**config.mk**
```make
export PLATFORM = sky130hd
export DESIGN_NAME = eth_ipv4_udp_header_filter
export DESIGN_NICKNAME = d
export VERILOG_FILES = /design/src/design/eiuf_pkg.sv /design/src/design/eiuf_capture.sv /design/src/design/eiuf_check.sv /design/src/design/eth_ipv4_udp_header_filter.sv
export SDC_FILE = /design/constraint.sdc
export NUM_CORES = 1
export LEC_CHECK = 0
export BUFFER_PORTS_ARGS = -buffer_cell sky130_fd_sc_hd__buf_2
export CORE_AREA = 2 2 190 154
export DETAILED_ROUTE_END_ITERATION = 7
export DIE_AREA = 0 0 192 156
export PLACE_DENSITY = 0.94
export REMOVE_ABC_BUFFERS = 1
export SETUP_SLACK_MARGIN = 0.15
export SYNTH_ARGS = -nofsm -noshare
export SYNTH_HDL_FRONTEND = slang
export SYNTH_SLANG_ARGS = --single-unit
```
**constraint.sdc**
```tcl
create_clock -name clk -period 11.08 [get_ports clk]
set_clock_uncertainty 0.05 [all_clocks]
set_input_delay 0.554 -clock clk [delete_from_list [all_inputs] [get_ports clk]]
set_output_delay 0.554 -clock clk [all_outputs]
set_load 0.01 [all_outputs]
```
**src/design/eiuf_pkg.sv**
```systemverilog
// Shared types, codes and constants of the Ethernet / IPv4 / UDP header filter.
// No dependencies; every other design file refers to this package by scoped name.
`timescale 1ns / 1ps

package eiuf_pkg;

	// Result status codes
	typedef enum logic [2:0] {
		ST_OK        = 3'd0,
		ST_TRUNCATED = 3'd1,
		ST_NOT_IPV4  = 3'd2,
		ST_BAD_VER   = 3'd3,
		ST_FRAGMENT  = 3'd4,
		ST_NOT_UDP   = 3'd5,
		ST_UDP_LEN   = 3'd6,
		ST_PORT      = 3'd7
	} status_t;

	// Register map (index taken from paddr[2])
	localparam logic REG_WANTED_DEST_PORT = 1'b0;
	localparam logic [15:0] DNS_PORT = 16'd53;

	localparam int unsigned ETH_HDR_BYTES    = 14;
	localparam int unsigned IP_HDR_MIN_BYTES = 20;
	localparam int unsigned UDP_HDR_BYTES    = 8;
	localparam logic [15:0] ETHERTYPE_IPV4   = 16'h0800;
	localparam logic [7:0]  PROTO_UDP        = 8'd17;
	localparam logic [3:0]  IP_VERSION_4     = 4'd4;
	localparam logic [12:0] FRAG_MASK        = 13'h1fff;

	// Header fields captured so far in the current frame
	typedef struct packed {
		logic [15:0] ether_kind;
		logic [3:0]  ip_version;
		logic [3:0]  ip_header_words;
		logic [12:0] fragment_offset;
		logic [7:0]  ip_protocol;
		logic [31:0] src_addr;
		logic [31:0] dst_addr;
		logic [15:0] src_port;
		logic [15:0] dst_port;
		logic [15:0] udp_length;
	} hdr_t;

	// One result beat
	typedef struct packed {
		status_t     status;
		logic        accepted;
		logic [31:0] source_addr;
		logic [31:0] dest_addr;
		logic [15:0] source_port;
		logic [15:0] dest_port;
		logic [15:0] payload_offset;
		logic [15:0] payload_length;
	} result_t;

	// Frame index of the first UDP header byte: 14 + 4 * IHL
	function automatic logic [6:0] udp_start(input logic [3:0] ihl);
		return 7'(ETH_HDR_BYTES) + {1'b0, ihl, 2'b00};
	endfunction

endpackage

```
**src/design/eiuf_capture.sv**
```systemverilog
// Per-frame byte counter and header field capture registers.
// Depends on eiuf_pkg (hdr_t, udp_start).
`timescale 1ns / 1ps

module eiuf_capture #(
	parameter int LENGTH_BITS = 16
) (
	input  logic                   clk,
	input  logic                   arst_n,
	input  logic                   step,
	input  logic [7:0]             frame_byte,
	input  logic                   frame_last,
	output logic [LENGTH_BITS-1:0] byte_index,
	output eiuf_pkg::hdr_t         hdr_next
);

	localparam logic [LENGTH_BITS-1:0] IDX_MAX = '1;

	logic [LENGTH_BITS-1:0] byte_index_q;
	eiuf_pkg::hdr_t         hdr_q;

	logic [3:0]             ihl;
	logic [6:0]             start;
	logic [LENGTH_BITS-1:0] udp_rel;
	logic                   in_udp;

	assign byte_index = byte_index_q;

	always_comb begin
		// header length written by this very byte counts for the UDP window
		ihl     = (byte_index_q == LENGTH_BITS'(14)) ? frame_byte[3:0] : hdr_q.ip_header_words;
		start   = eiuf_pkg::udp_start(ihl);
		udp_rel = byte_index_q - LENGTH_BITS'(start);
		in_udp  = (byte_index_q >= LENGTH_BITS'(start)) && (udp_rel < LENGTH_BITS'(6));

		hdr_next = hdr_q;
		if (byte_index_q == LENGTH_BITS'(12)) hdr_next.ether_kind[15:8] = frame_byte;
		if (byte_index_q == LENGTH_BITS'(13)) hdr_next.ether_kind[7:0] = frame_byte;
		if (byte_index_q == LENGTH_BITS'(14)) begin
			hdr_next.ip_version      = frame_byte[7:4];
			hdr_next.ip_header_words = frame_byte[3:0];
		end
		if (byte_index_q == LENGTH_BITS'(20)) hdr_next.fragment_offset[12:8] = frame_byte[4:0];
		if (byte_index_q == LENGTH_BITS'(21)) hdr_next.fragment_offset[7:0] = frame_byte;
		if (byte_index_q == LENGTH_BITS'(23)) hdr_next.ip_protocol = frame_byte;
		if (byte_index_q >= LENGTH_BITS'(26) && byte_index_q <= LENGTH_BITS'(29))
			hdr_next.src_addr = {hdr_q.src_addr[23:0], frame_byte};
		if (byte_index_q >= LENGTH_BITS'(30) && byte_index_q <= LENGTH_BITS'(33))
			hdr_next.dst_addr = {hdr_q.dst_addr[23:0], frame_byte};
		if (in_udp) begin
			case (udp_rel[2:0])
				3'd0: hdr_next.src_port[15:8]   = frame_byte;
				3'd1: hdr_next.src_port[7:0]    = frame_byte;
				3'd2: hdr_next.dst_port[15:8]   = frame_byte;
				3'd3: hdr_next.dst_port[7:0]    = frame_byte;
				3'd4: hdr_next.udp_length[15:8] = frame_byte;
				3'd5: hdr_next.udp_length[7:0]  = frame_byte;
				default: ;
			endcase
		end
	end

	// clear on the last beat, otherwise advance with saturation
	always_ff @(posedge clk or negedge arst_n) begin
		if (!arst_n) begin
			byte_index_q <= '0;
			hdr_q        <= '0;
		end else if (step) begin
			if (frame_last) begin
				byte_index_q <= '0;
				hdr_q        <= '0;
			end else begin
				hdr_q <= hdr_next;
				if (byte_index_q != IDX_MAX) byte_index_q <= byte_index_q + 1'b1;
			end
		end
	end

endmodule

```
**src/design/eiuf_check.sv**
```systemverilog
// Frame acceptance checks and result formatting for the final byte.
// Depends on eiuf_pkg (hdr_t, result_t, status codes, udp_start).
`timescale 1ns / 1ps

module eiuf_check #(
	parameter int LENGTH_BITS = 16
) (
	input  logic [LENGTH_BITS-1:0] byte_index,
	input  eiuf_pkg::hdr_t         hdr,
	input  logic [15:0]            wanted_dest_port,
	output eiuf_pkg::result_t      result
);

	logic [LENGTH_BITS-1:0] len;
	logic [6:0]             start;
	logic [LENGTH_BITS-1:0] start_w;
	logic [LENGTH_BITS-1:0] avail;
	eiuf_pkg::status_t      st;

	always_comb begin
		len     = (byte_index == '1) ? byte_index : byte_index + 1'b1;
		start   = eiuf_pkg::udp_start(hdr.ip_header_words);
		start_w = LENGTH_BITS'(start);
		avail   = len - start_w;

		if (len < LENGTH_BITS'(eiuf_pkg::ETH_HDR_BYTES))
			st = eiuf_pkg::ST_TRUNCATED;
		else if (hdr.ether_kind != eiuf_pkg::ETHERTYPE_IPV4)
			st = eiuf_pkg::ST_NOT_IPV4;
		else if (len < LENGTH_BITS'(eiuf_pkg::ETH_HDR_BYTES + eiuf_pkg::IP_HDR_MIN_BYTES))
			st = eiuf_pkg::ST_TRUNCATED;
		else if (hdr.ip_version != eiuf_pkg::IP_VERSION_4)
			st = eiuf_pkg::ST_BAD_VER;
		else if ((hdr.fragment_offset & eiuf_pkg::FRAG_MASK) != '0)
			st = eiuf_pkg::ST_FRAGMENT;
		else if (hdr.ip_protocol != eiuf_pkg::PROTO_UDP)
			st = eiuf_pkg::ST_NOT_UDP;
		else if (len < start_w + LENGTH_BITS'(eiuf_pkg::UDP_HDR_BYTES))
			st = eiuf_pkg::ST_TRUNCATED;
		else if ({1'b0, hdr.udp_length} > 17'(avail))
			st = eiuf_pkg::ST_UDP_LEN;
		else if (hdr.dst_port != wanted_dest_port)
			st = eiuf_pkg::ST_PORT;
		else
			st = eiuf_pkg::ST_OK;

		result          = '0;
		result.status   = st;
		result.accepted = (st == eiuf_pkg::ST_OK);
		if (st == eiuf_pkg::ST_OK || st == eiuf_pkg::ST_PORT) begin
			result.source_addr = hdr.src_addr;
			result.dest_addr   = hdr.dst_addr;
			result.source_port = hdr.src_port;
			result.dest_port   = hdr.dst_port;
		end
		if (st == eiuf_pkg::ST_OK) begin
			result.payload_offset = 16'(start) + 16'(eiuf_pkg::UDP_HDR_BYTES);
			result.payload_length = 16'(avail - LENGTH_BITS'(eiuf_pkg::UDP_HDR_BYTES));
		end
	end

endmodule

```
**src/design/eth_ipv4_udp_header_filter.sv**
```systemverilog
// Ethernet / IPv4 / UDP header filter: top level with input stage, result register, APB port.
// Result beat: the frame's last byte passes the input stage, then loads the result register.
// Throughput: one frame byte per cycle; the single input stage only holds while a
// last byte waits for a result register that is still stalled.
// Reset (arst_n low, asynchronous): no beats in flight, frame state cleared,
// wanted_dest_port back to 53. Depends on eiuf_pkg, eiuf_capture, eiuf_check.
`timescale 1ns / 1ps

module eth_ipv4_udp_header_filter #(
	parameter int LENGTH_BITS = 16
) (
	input  logic        clk,
	input  logic        arst_n,

	// frame byte channel
	input  logic        in_valid,
	output logic        in_stall,
	input  logic [7:0]  frame_byte,
	input  logic        frame_last,

	// result channel
	output logic        out_valid,
	input  logic        out_stall,
	output logic [2:0]  status,
	output logic        accepted,
	output logic [31:0] source_addr,
	output logic [31:0] dest_addr,
	output logic [15:0] source_port,
	output logic [15:0] dest_port,
	output logic [15:0] payload_offset,
	output logic [15:0] payload_length,

	// configuration port
	input  logic        psel,
	input  logic        penable,
	input  logic        pwrite,
	input  logic [2:0]  paddr,
	input  logic [31:0] pwdata,
	output logic [31:0] prdata,
	output logic        pready
);

	// ------------------------------------------------------------------
	// Configuration register: UDP destination port a frame must carry.
	// ------------------------------------------------------------------
	logic [15:0] wanted_dest_port_q;
	logic        cfg_write;

	assign pready    = 1'b1;
	assign cfg_write = psel && penable && pwrite && (paddr[2] == eiuf_pkg::REG_WANTED_DEST_PORT);
	assign prdata    = (paddr[2] == eiuf_pkg::REG_WANTED_DEST_PORT) ?
		{16'h0000, wanted_dest_port_q} : 32'h0;

	always_ff @(posedge clk or negedge arst_n) begin
		if (!arst_n) begin
			wanted_dest_port_q <= eiuf_pkg::DNS_PORT;
		end else if (cfg_write) begin
			wanted_dest_port_q <= pwdata[15:0];
		end
	end

	// ------------------------------------------------------------------
	// Input stage. A byte in the stage always advances unless it is the
	// last byte of a frame and the result register is full and stalled.
	// ------------------------------------------------------------------
	logic       valid_s1;
	logic [7:0] byte_s1;
	logic       last_s1;
	logic       go_s1;
	logic       out_valid_q;
	logic       in_take;

	assign go_s1    = valid_s1 && !(last_s1 && out_valid_q && out_stall);
	assign in_stall = valid_s1 && !go_s1;
	assign in_take  = in_valid && !in_stall;

	always_ff @(posedge clk or negedge arst_n) begin
		if (!arst_n) begin
			valid_s1 <= 1'b0;
		end else if (in_take) begin
			valid_s1 <= 1'b1;
		end else if (go_s1) begin
			valid_s1 <= 1'b0;
		end
	end

	always_ff @(posedge clk) begin
		if (in_take) begin
			byte_s1 <= frame_byte;
			last_s1 <= frame_last;
		end
	end

	// ------------------------------------------------------------------
	// Header capture and checks on the staged byte.
	// ------------------------------------------------------------------
	logic [LENGTH_BITS-1:0] byte_index;
	eiuf_pkg::hdr_t         hdr_next;
	eiuf_pkg::result_t      result;

	eiuf_capture #(
		.LENGTH_BITS (LENGTH_BITS)
	) u_capture (
		.clk        (clk),
		.arst_n     (arst_n),
		.step       (go_s1),
		.frame_byte (byte_s1),
		.frame_last (last_s1),
		.byte_index (byte_index),
		.hdr_next   (hdr_next)
	);

	eiuf_check #(
		.LENGTH_BITS (LENGTH_BITS)
	) u_check (
		.byte_index       (byte_index),
		.hdr              (hdr_next),
		.wanted_dest_port (wanted_dest_port_q),
		.result           (result)
	);

	// ------------------------------------------------------------------
	// Result register: load on the last byte, drop once the beat is taken.
	// ------------------------------------------------------------------
	logic              load_out;
	eiuf_pkg::result_t result_q;

	assign load_out = go_s1 && last_s1;

	always_ff @(posedge clk or negedge arst_n) begin
		if (!arst_n) begin
			out_valid_q <= 1'b0;
		end else if (load_out) begin
			out_valid_q <= 1'b1;
		end else if (!out_stall) begin
			out_valid_q <= 1'b0;
		end
	end

	always_ff @(posedge clk) begin
		if (load_out) begin
			result_q <= result;
		end
	end

	assign out_valid      = out_valid_q;
	assign status         = result_q.status;
	assign accepted       = result_q.accepted;
	assign source_addr    = result_q.source_addr;
	assign dest_addr      = result_q.dest_addr;
	assign source_port    = result_q.source_port;
	assign dest_port      = result_q.dest_port;
	assign payload_offset = result_q.payload_offset;
	assign payload_length = result_q.payload_length;

	// ------------------------------------------------------------------
	// Assertions
	// ------------------------------------------------------------------

	// the input side only holds for a last byte behind a stalled, full result register
	a_stall_cause: assert property (@(posedge clk) disable iff (!arst_n)
		in_stall |-> (valid_s1 && last_s1 && out_valid_q && out_stall))
		else $error("input stalled without a blocked result");

	// a consumed last byte restarts the byte count
	a_index_clear: assert property (@(posedge clk) disable iff (!arst_n)
		(go_s1 && last_s1) |=> (byte_index == '0))
		else $error("byte index not cleared after frame end");

	// rejected frames other than a port mismatch carry no addresses or ports
	a_reject_zero: assert property (@(posedge clk) disable iff (!arst_n)
		(out_valid && status != eiuf_pkg::ST_OK && status != eiuf_pkg::ST_PORT) |->
		(source_addr == '0 && dest_addr == '0 && source_port == '0 && dest_port == '0))
		else $error("rejected frame reports header fields");

	// payload location and the accepted flag only on an ok status
	a_payload_ok: assert property (@(posedge clk) disable iff (!arst_n)
		(out_valid && status != eiuf_pkg::ST_OK) |->
		(!accepted && payload_offset == '0 && payload_length == '0))
		else $error("payload reported for a rejected frame");

endmodule

```
## Word-level counts from Yosys, hierarchy flattened

Cells that the tools add are included.

- Bits in registers: 332
- Bits in latches: 0
- Bits in writable memories: 0
- ROM bits: 0
- Output and inout bits: 167
- Logic and storage cells: 117
- Memories kept: 0

- $add $sub $neg: 7
- Multiply operators: 0
- Divide/modulo/power cells: 0
- Magnitude comparators: 10
- Equality and inequality tests: 19
- Shifts and indexed selects: 0
- Mux-type cells: 34
- Bitwise logic cells: 1
- Reductions and logical operators: 22

Operators by type and width:

| cell | count |
|---|---|
| $mux W157 | 1 |
| $mux W8 | 11 |
| $mux W16 | 4 |
| $mux W32 | 2 |
| $eq A16 B4 Y1 const B | 3 |
| $eq A16 B5 Y1 const B | 3 |
| $mux W48 | 1 |
| $ge A16 B5 Y1 const B | 2 |
| $sub A16 B7 Y16 | 2 |
| $mux W3 | 9 |
| $add A16 B1 Y16 const B | 1 |
| $eq A16 B16 Y1 const B | 1 |
| $ge A16 B7 Y1 | 1 |
| $gt A16 B16 Y1 | 1 |
| $le A16 B5 Y1 const B | 1 |
| $le A16 B6 Y1 const B | 1 |
| $lt A16 B16 Y1 | 1 |
| $lt A16 B3 Y1 const B | 1 |
| $lt A16 B4 Y1 const B | 1 |
| $lt A16 B6 Y1 const B | 1 |
| $ne A16 B12 Y1 const B | 1 |
| $ne A16 B16 Y1 | 1 |
| $ne A16 B16 Y1 const B | 1 |
| $sub A16 B4 Y16 const B | 1 |
| other kinds (19) | 41 |

## Longest topological paths before layout

- Depth in word-level cells: 19
- Depth in mapped cells: 34

## Hierarchy

A second synthesis with hierarchy kept.

- Cells, all modules: 1789
- Area, all modules: 18310.1 um^2

Modules (own cells, without submodules):

| module | times used | cells an instance | area an instance (um^2) | sequential area each (um^2) |
|---|---|---|---|---|
| eiuf_capture | 1 | 969 | 9339.0 | 4329.2 |
| eth_ipv4_udp_header_filter | 1 | 223 | 5237.5 | 4689.5 |
| eiuf_check | 1 | 597 | 3733.6 | 0.0 |

## Worst setup path after synthesis

Ideal clock, no wire load.

- Path type: reg2reg
- Start: reg u_capture.byte_index_q[13] (netlist: u_capture.byte_index[13])
- End: reg result_q, in the netlist payload_length[13] (data pin)
- Setup time: 153 ps
- Arrival: 6889 ps
- Data required time: 10877 ps
- Slack: 3988 ps
- Stages on the path, launching flop included: 35
- Buffers on the path: 5
- Period minus slack after synthesis: 7092 ps
- Cells stage by stage: dfrtp_1 buf_6 or4_4 nor4_1 clkbuf_1 nand3_1 nor3b_1 a21o_1 inv_1 ha_1 clkbuf_1 nor2_1 a21oi_1 o21ai_0 o21ai_0 a211o_1 a211oi_2 nor2_1 nor2_1 nand3_1 mux2_2 ha_1 nor2b_1 o21a_1 o21a_1 o21a_1 o21a_1 o21ai_0 a21oi_1 o31a_1 o32ai_1 nand4_1 clkbuf_1 clkbuf_1 nor3_2

- Word-level cells in the longest chain between the ends: 18
- Elaborated cells between the ends (all ways): 53
- Those cells by class: 7 x add/sub; 6 x order compare; 15 x eq/ne; 22 x mux; 3 x reduce/logical

RTL lines:

| item | RTL line | RTL |
|---|---|---|
| start, declared | eiuf_capture.sv:19 | `logic [LENGTH_BITS-1:0] byte_index_q;` |
| start signal, assigned | eiuf_capture.sv:74 | `if (byte_index_q != IDX_MAX) byte_index_q <= byte_index_q + 1'b1;` |
| branches (longest 18 deep; another with $sub A16 B7 Y16) | n/a |  |
| end signal, assigned | eth_ipv4_udp_header_filter.sv:142 | `result_q <= result;` |
| end, declared | eth_ipv4_udp_header_filter.sv:126 | `eiuf_pkg::result_t result_q;` |

Parallel ways; which one is timed is not known.
A chain may end at the register's enable or synchronous reset.

## Final worst setup path

- Start: reg u_capture.byte_index_q[9] (netlist: u_capture.byte_index[9])
- End: reg result_q, in the netlist source_addr[0] (data pin)

- Word-level cells in the longest chain between the ends: 19
- Elaborated cells between the ends (all ways): 58
- Those cells by class: 6 x add/sub; 8 x order compare; 16 x eq/ne; 23 x mux; 5 x reduce/logical

RTL lines:

| item |
|---|
| branches (longest 19 deep; another with $sub A16 B7 Y16) |

Parallel ways; which one is timed is not known.

==> results.ini <==
[sta]
fin_setup_tns_ns=0
rsz0062_at_grt=no
worstMarginPinSlew_ns=1.27
setup_viol=0
final_hold_viol_count=0
finalCritPeriodShare_pct=80.4
layout_min_cycle_time_ns=8.91
slew_viol_final=0
setup_ws_ns=2.17
relSlewSlack_pct=15.2
fmax_mhz=112

[logic_synthesis]
synth_edf_count=132
async_flop_share_pct=59.1
netlist_area_mm2=0.0166
syn_inst=1589
ys_seq_area_share_pct=52.7
ys_ff_latch=323
synth.distinct_cells=72
synth-main-ff-cell=dfrtp_1
syn_area_per_cell_um2=10.5
synth-warning-count=0

[critical_path]
setup.worst_path.end_class=flip-flop
worstSetupPathType=flip-flop to flip-flop
arrival_ns=9.22
worstPathRequired_ns=11.39
worst_path_max_delay_cell=or4_1
critPathMaxFanout=80
cpPeakStageDelay_ns=0.75
cp-start-kind=flip-flop
r2r_cells=28

[global_routing]
gr-total-overflow=0
grt_pass1_vias=12700
grt_first_pass_wirelength_mm=69.2
grt_max_degree=118
antenna_found_initial=0
grt_usage_pct=29.5

[clock_tree]
cts_max_level=1
path_clk_slew_ns=0.07
cts_setup_buffers=0
post_cts_resized=0
clockBufferDepth=3
insertion_delay_ns=0.56
cts_root_buf=clkbuf_16
cts_inserted_buffers=30
cts_tree=yes
cts_hold_repair.buffers=0
cts_sinks=323

[floorplanning]
dieArea_mm2=0.0300
core_mm2=0.0281
dieWidth_um=192
die_h_um=156
floorplan.initialDensity_pct=59.2
io_pins=218
rows=55

[detailed_routing]
drcViolationCount=0
avgRoutedWirePerCell_um=21.1
routed_via_density=6.38
drtPass1Iterations=5
vias=13400
ant_nets=0
routed_wl_mm=44.4
drt_iter0_markers=1515

[power_and_ir_drop]
clockPowerShare_pct=40.3
p_sw_w=0.000657
peakVddDrop_mv=0.128
power_w=0.00262
leakagePower_nw=8.19
combPwrFrac_pct=9.5
p_seq_share_pct=50.2
p_sw_share_pct=25.0
p_per_area_mw_per_mm2=141
internal_power_w=0.00197

[final_layout]
seqCellArea_mm2=0.00875
num-nets-final=1799
stdcell_area_mm2=0.0186
fillers=2056
antenna_cells=0
fin_cells=2104
layout-drive-gt1-share_pct=18.5
multi_input_area_mm2=0.00722
area_delta_synth_final_pct=12.2

[place]
pre_cts_slack_ns=2.39
dp_cells=2048
dp_hpwl_mm=28.5
port_buffers=173
postPlaceCellArea_mm2=0.0176
routabilityCongestion=0.920

[job]
drv_cap=0

[status]
status=finished, final reports clean

[min_path]
hp-class=primary input to async pin

cells in the final DEF, fill, tap and decap left out, types with 50 or more instances in the layout:
cell type / n
a21oi_1: 89
a22o_1: 120
buf_2: 172
dfrtp_1: 187
edfxtp_1: 132
mux2i_1: 50
nand2_1: 204
nand3_1: 63
nor2_1: 101
o21ai_0: 85
flip-flops by register name, summed over array words and instances, names as in the netlist:
signal,count
dest_addr,32
status,3
last_s1,1
source_addr,32
wanted_dest_port_q,16
u_capture.hdr_q,157
dest_port,16
payload_offset,7
u_capture.byte_index,16
byte_s1,8
payload_length,16
out_valid,1
valid_s1,1
accepted,1
source_port,16
power groups by stage:
| stage | Sequential [W] | Combinational [W] | Clock [W] |
|---|---|---|---|
| 2_1_floorplan | 0.00135 | 0.000125 | 0 |
| 3_3_place_gp | 0.00134 | 0.000236 | 0 |
| 3_5_place_dp | 0.00134 | 0.000242 | 0 |
| 4_1_cts | 0.00132 | 0.000246 | 0.00106 |
| 5_1_grt | 0.00132 | 0.000270 | 0.00111 |
| 6_report | 0.00132 | 0.000250 | 0.00106 |
Yosys cell counts (6+ instances only):
cell type | n | area, um2
nor3_2 | 19 | 190
and3_1 | 11 | 68.8
dfrtp_1 | 187 | 4680
nand4_1 | 14 | 87.6
nand3_1 | 63 | 315
a21o_1 | 16 | 120
nand2_1 | 204 | 766
a22o_1 | 120 | 1050
a21oi_1 | 89 | 445
xnor2_1 | 36 | 315
or3_1 | 7 | 43.8
and2_1 | 9 | 56.3
xor2_1 | 24 | 210
buf_4 | 26 | 195
inv_1 | 34 | 128
nor2_1 | 104 | 390
nor4_1 | 12 | 75.1
o21a_1 | 7 | 52.6
nor3_1 | 28 | 140
a211oi_1 | 10 | 75.1
a31oi_1 | 8 | 50.1
mux2_2 | 33 | 372
ha_1 | 36 | 450
o21ai_1 | 6 | 30.0
edfxtp_1 | 132 | 3960
clkbuf_1 | 97 | 364
o31ai_1 | 6 | 45.0
mux2i_1 | 50 | 500
nor2b_1 | 19 | 119
o21ai_0 | 87 | 435
metal layers:
metal | global-route usage [%] | share of wire, % | up-vias
li1 | - | - | 5964
met1 | 41.6 | 41 | 6547
met2 | 46.6 | 46 | 788
met3 | 5.62 | 10 | 114
met4 | 8.83 | 2.8 | 0
met5 | 0 | 0 | -
critical path, delay by kind of cell (launching register included):
kind	cells	cell delay [ns]
compound gates	15	3.58
fa+ha+maj	2	0.58
buf+inv	2	0.64
flops	1	0.57
mux	1	0.46
simple gates	8	2.76
final timing paths:
path                                       endpoint  slack (ns)               startpoint
max in group asynchronous  u_capture.byte_index[15]        9.27                   arst_n
min reg2reg                    u_capture.hdr_q[129]        0.43     u_capture.hdr_q[129]
min in group clk                         byte_s1[0]        0.11            frame_byte[0]
max reg2reg                          source_addr[0]        2.17  u_capture.byte_index[9]
min                                        valid_s1        0.01                   arst_n
max                                  source_addr[0]        2.17  u_capture.byte_index[9]
kinds of logic (layout without fill, tap and decap cells):
kind of cell | after synthesis | count (layout) | share of synthesized area, %
AO/OA/AOI/OAI | 387 | 387 | 15.9
XOR/XNOR | 60 | 60 | 3.16
adder cells (fa/ha/maj) | 40 | 40 | 3.08
buffers and inverters | 170 | 289 | 4.64
flip-flops | 323 | 323 | 52.7
multiplexers | 85 | 85 | 5.42
other | 2 | 28 | 0.0452
AND/OR/NAND/NOR | 522 | 522 | 15.1
metrics by stage:
step / util, % / hold WS [ns]
final: 66.4 / 0.0146
after global routing: 66.4 / 0.109
after CTS: 66.4 / 0.0956
after detailed placement: 62.8 / 0.413
after global placement: 62.8 / 0.411
after floorplan: - / 0.208
layout make-up:
class / count / area share, %
Tap cell: 370 / 2.48
Timing Repair Buffer: 198 / 5.70
Sequential cell: 323 / 46.9
Clock inverter: 8 / 0.376
Clock buffer: 48 / 5.05
Multi-Input combinational cell: 1122 / 38.7
Inverter: 35 / 0.705
(Power assumes the default switching activity.)
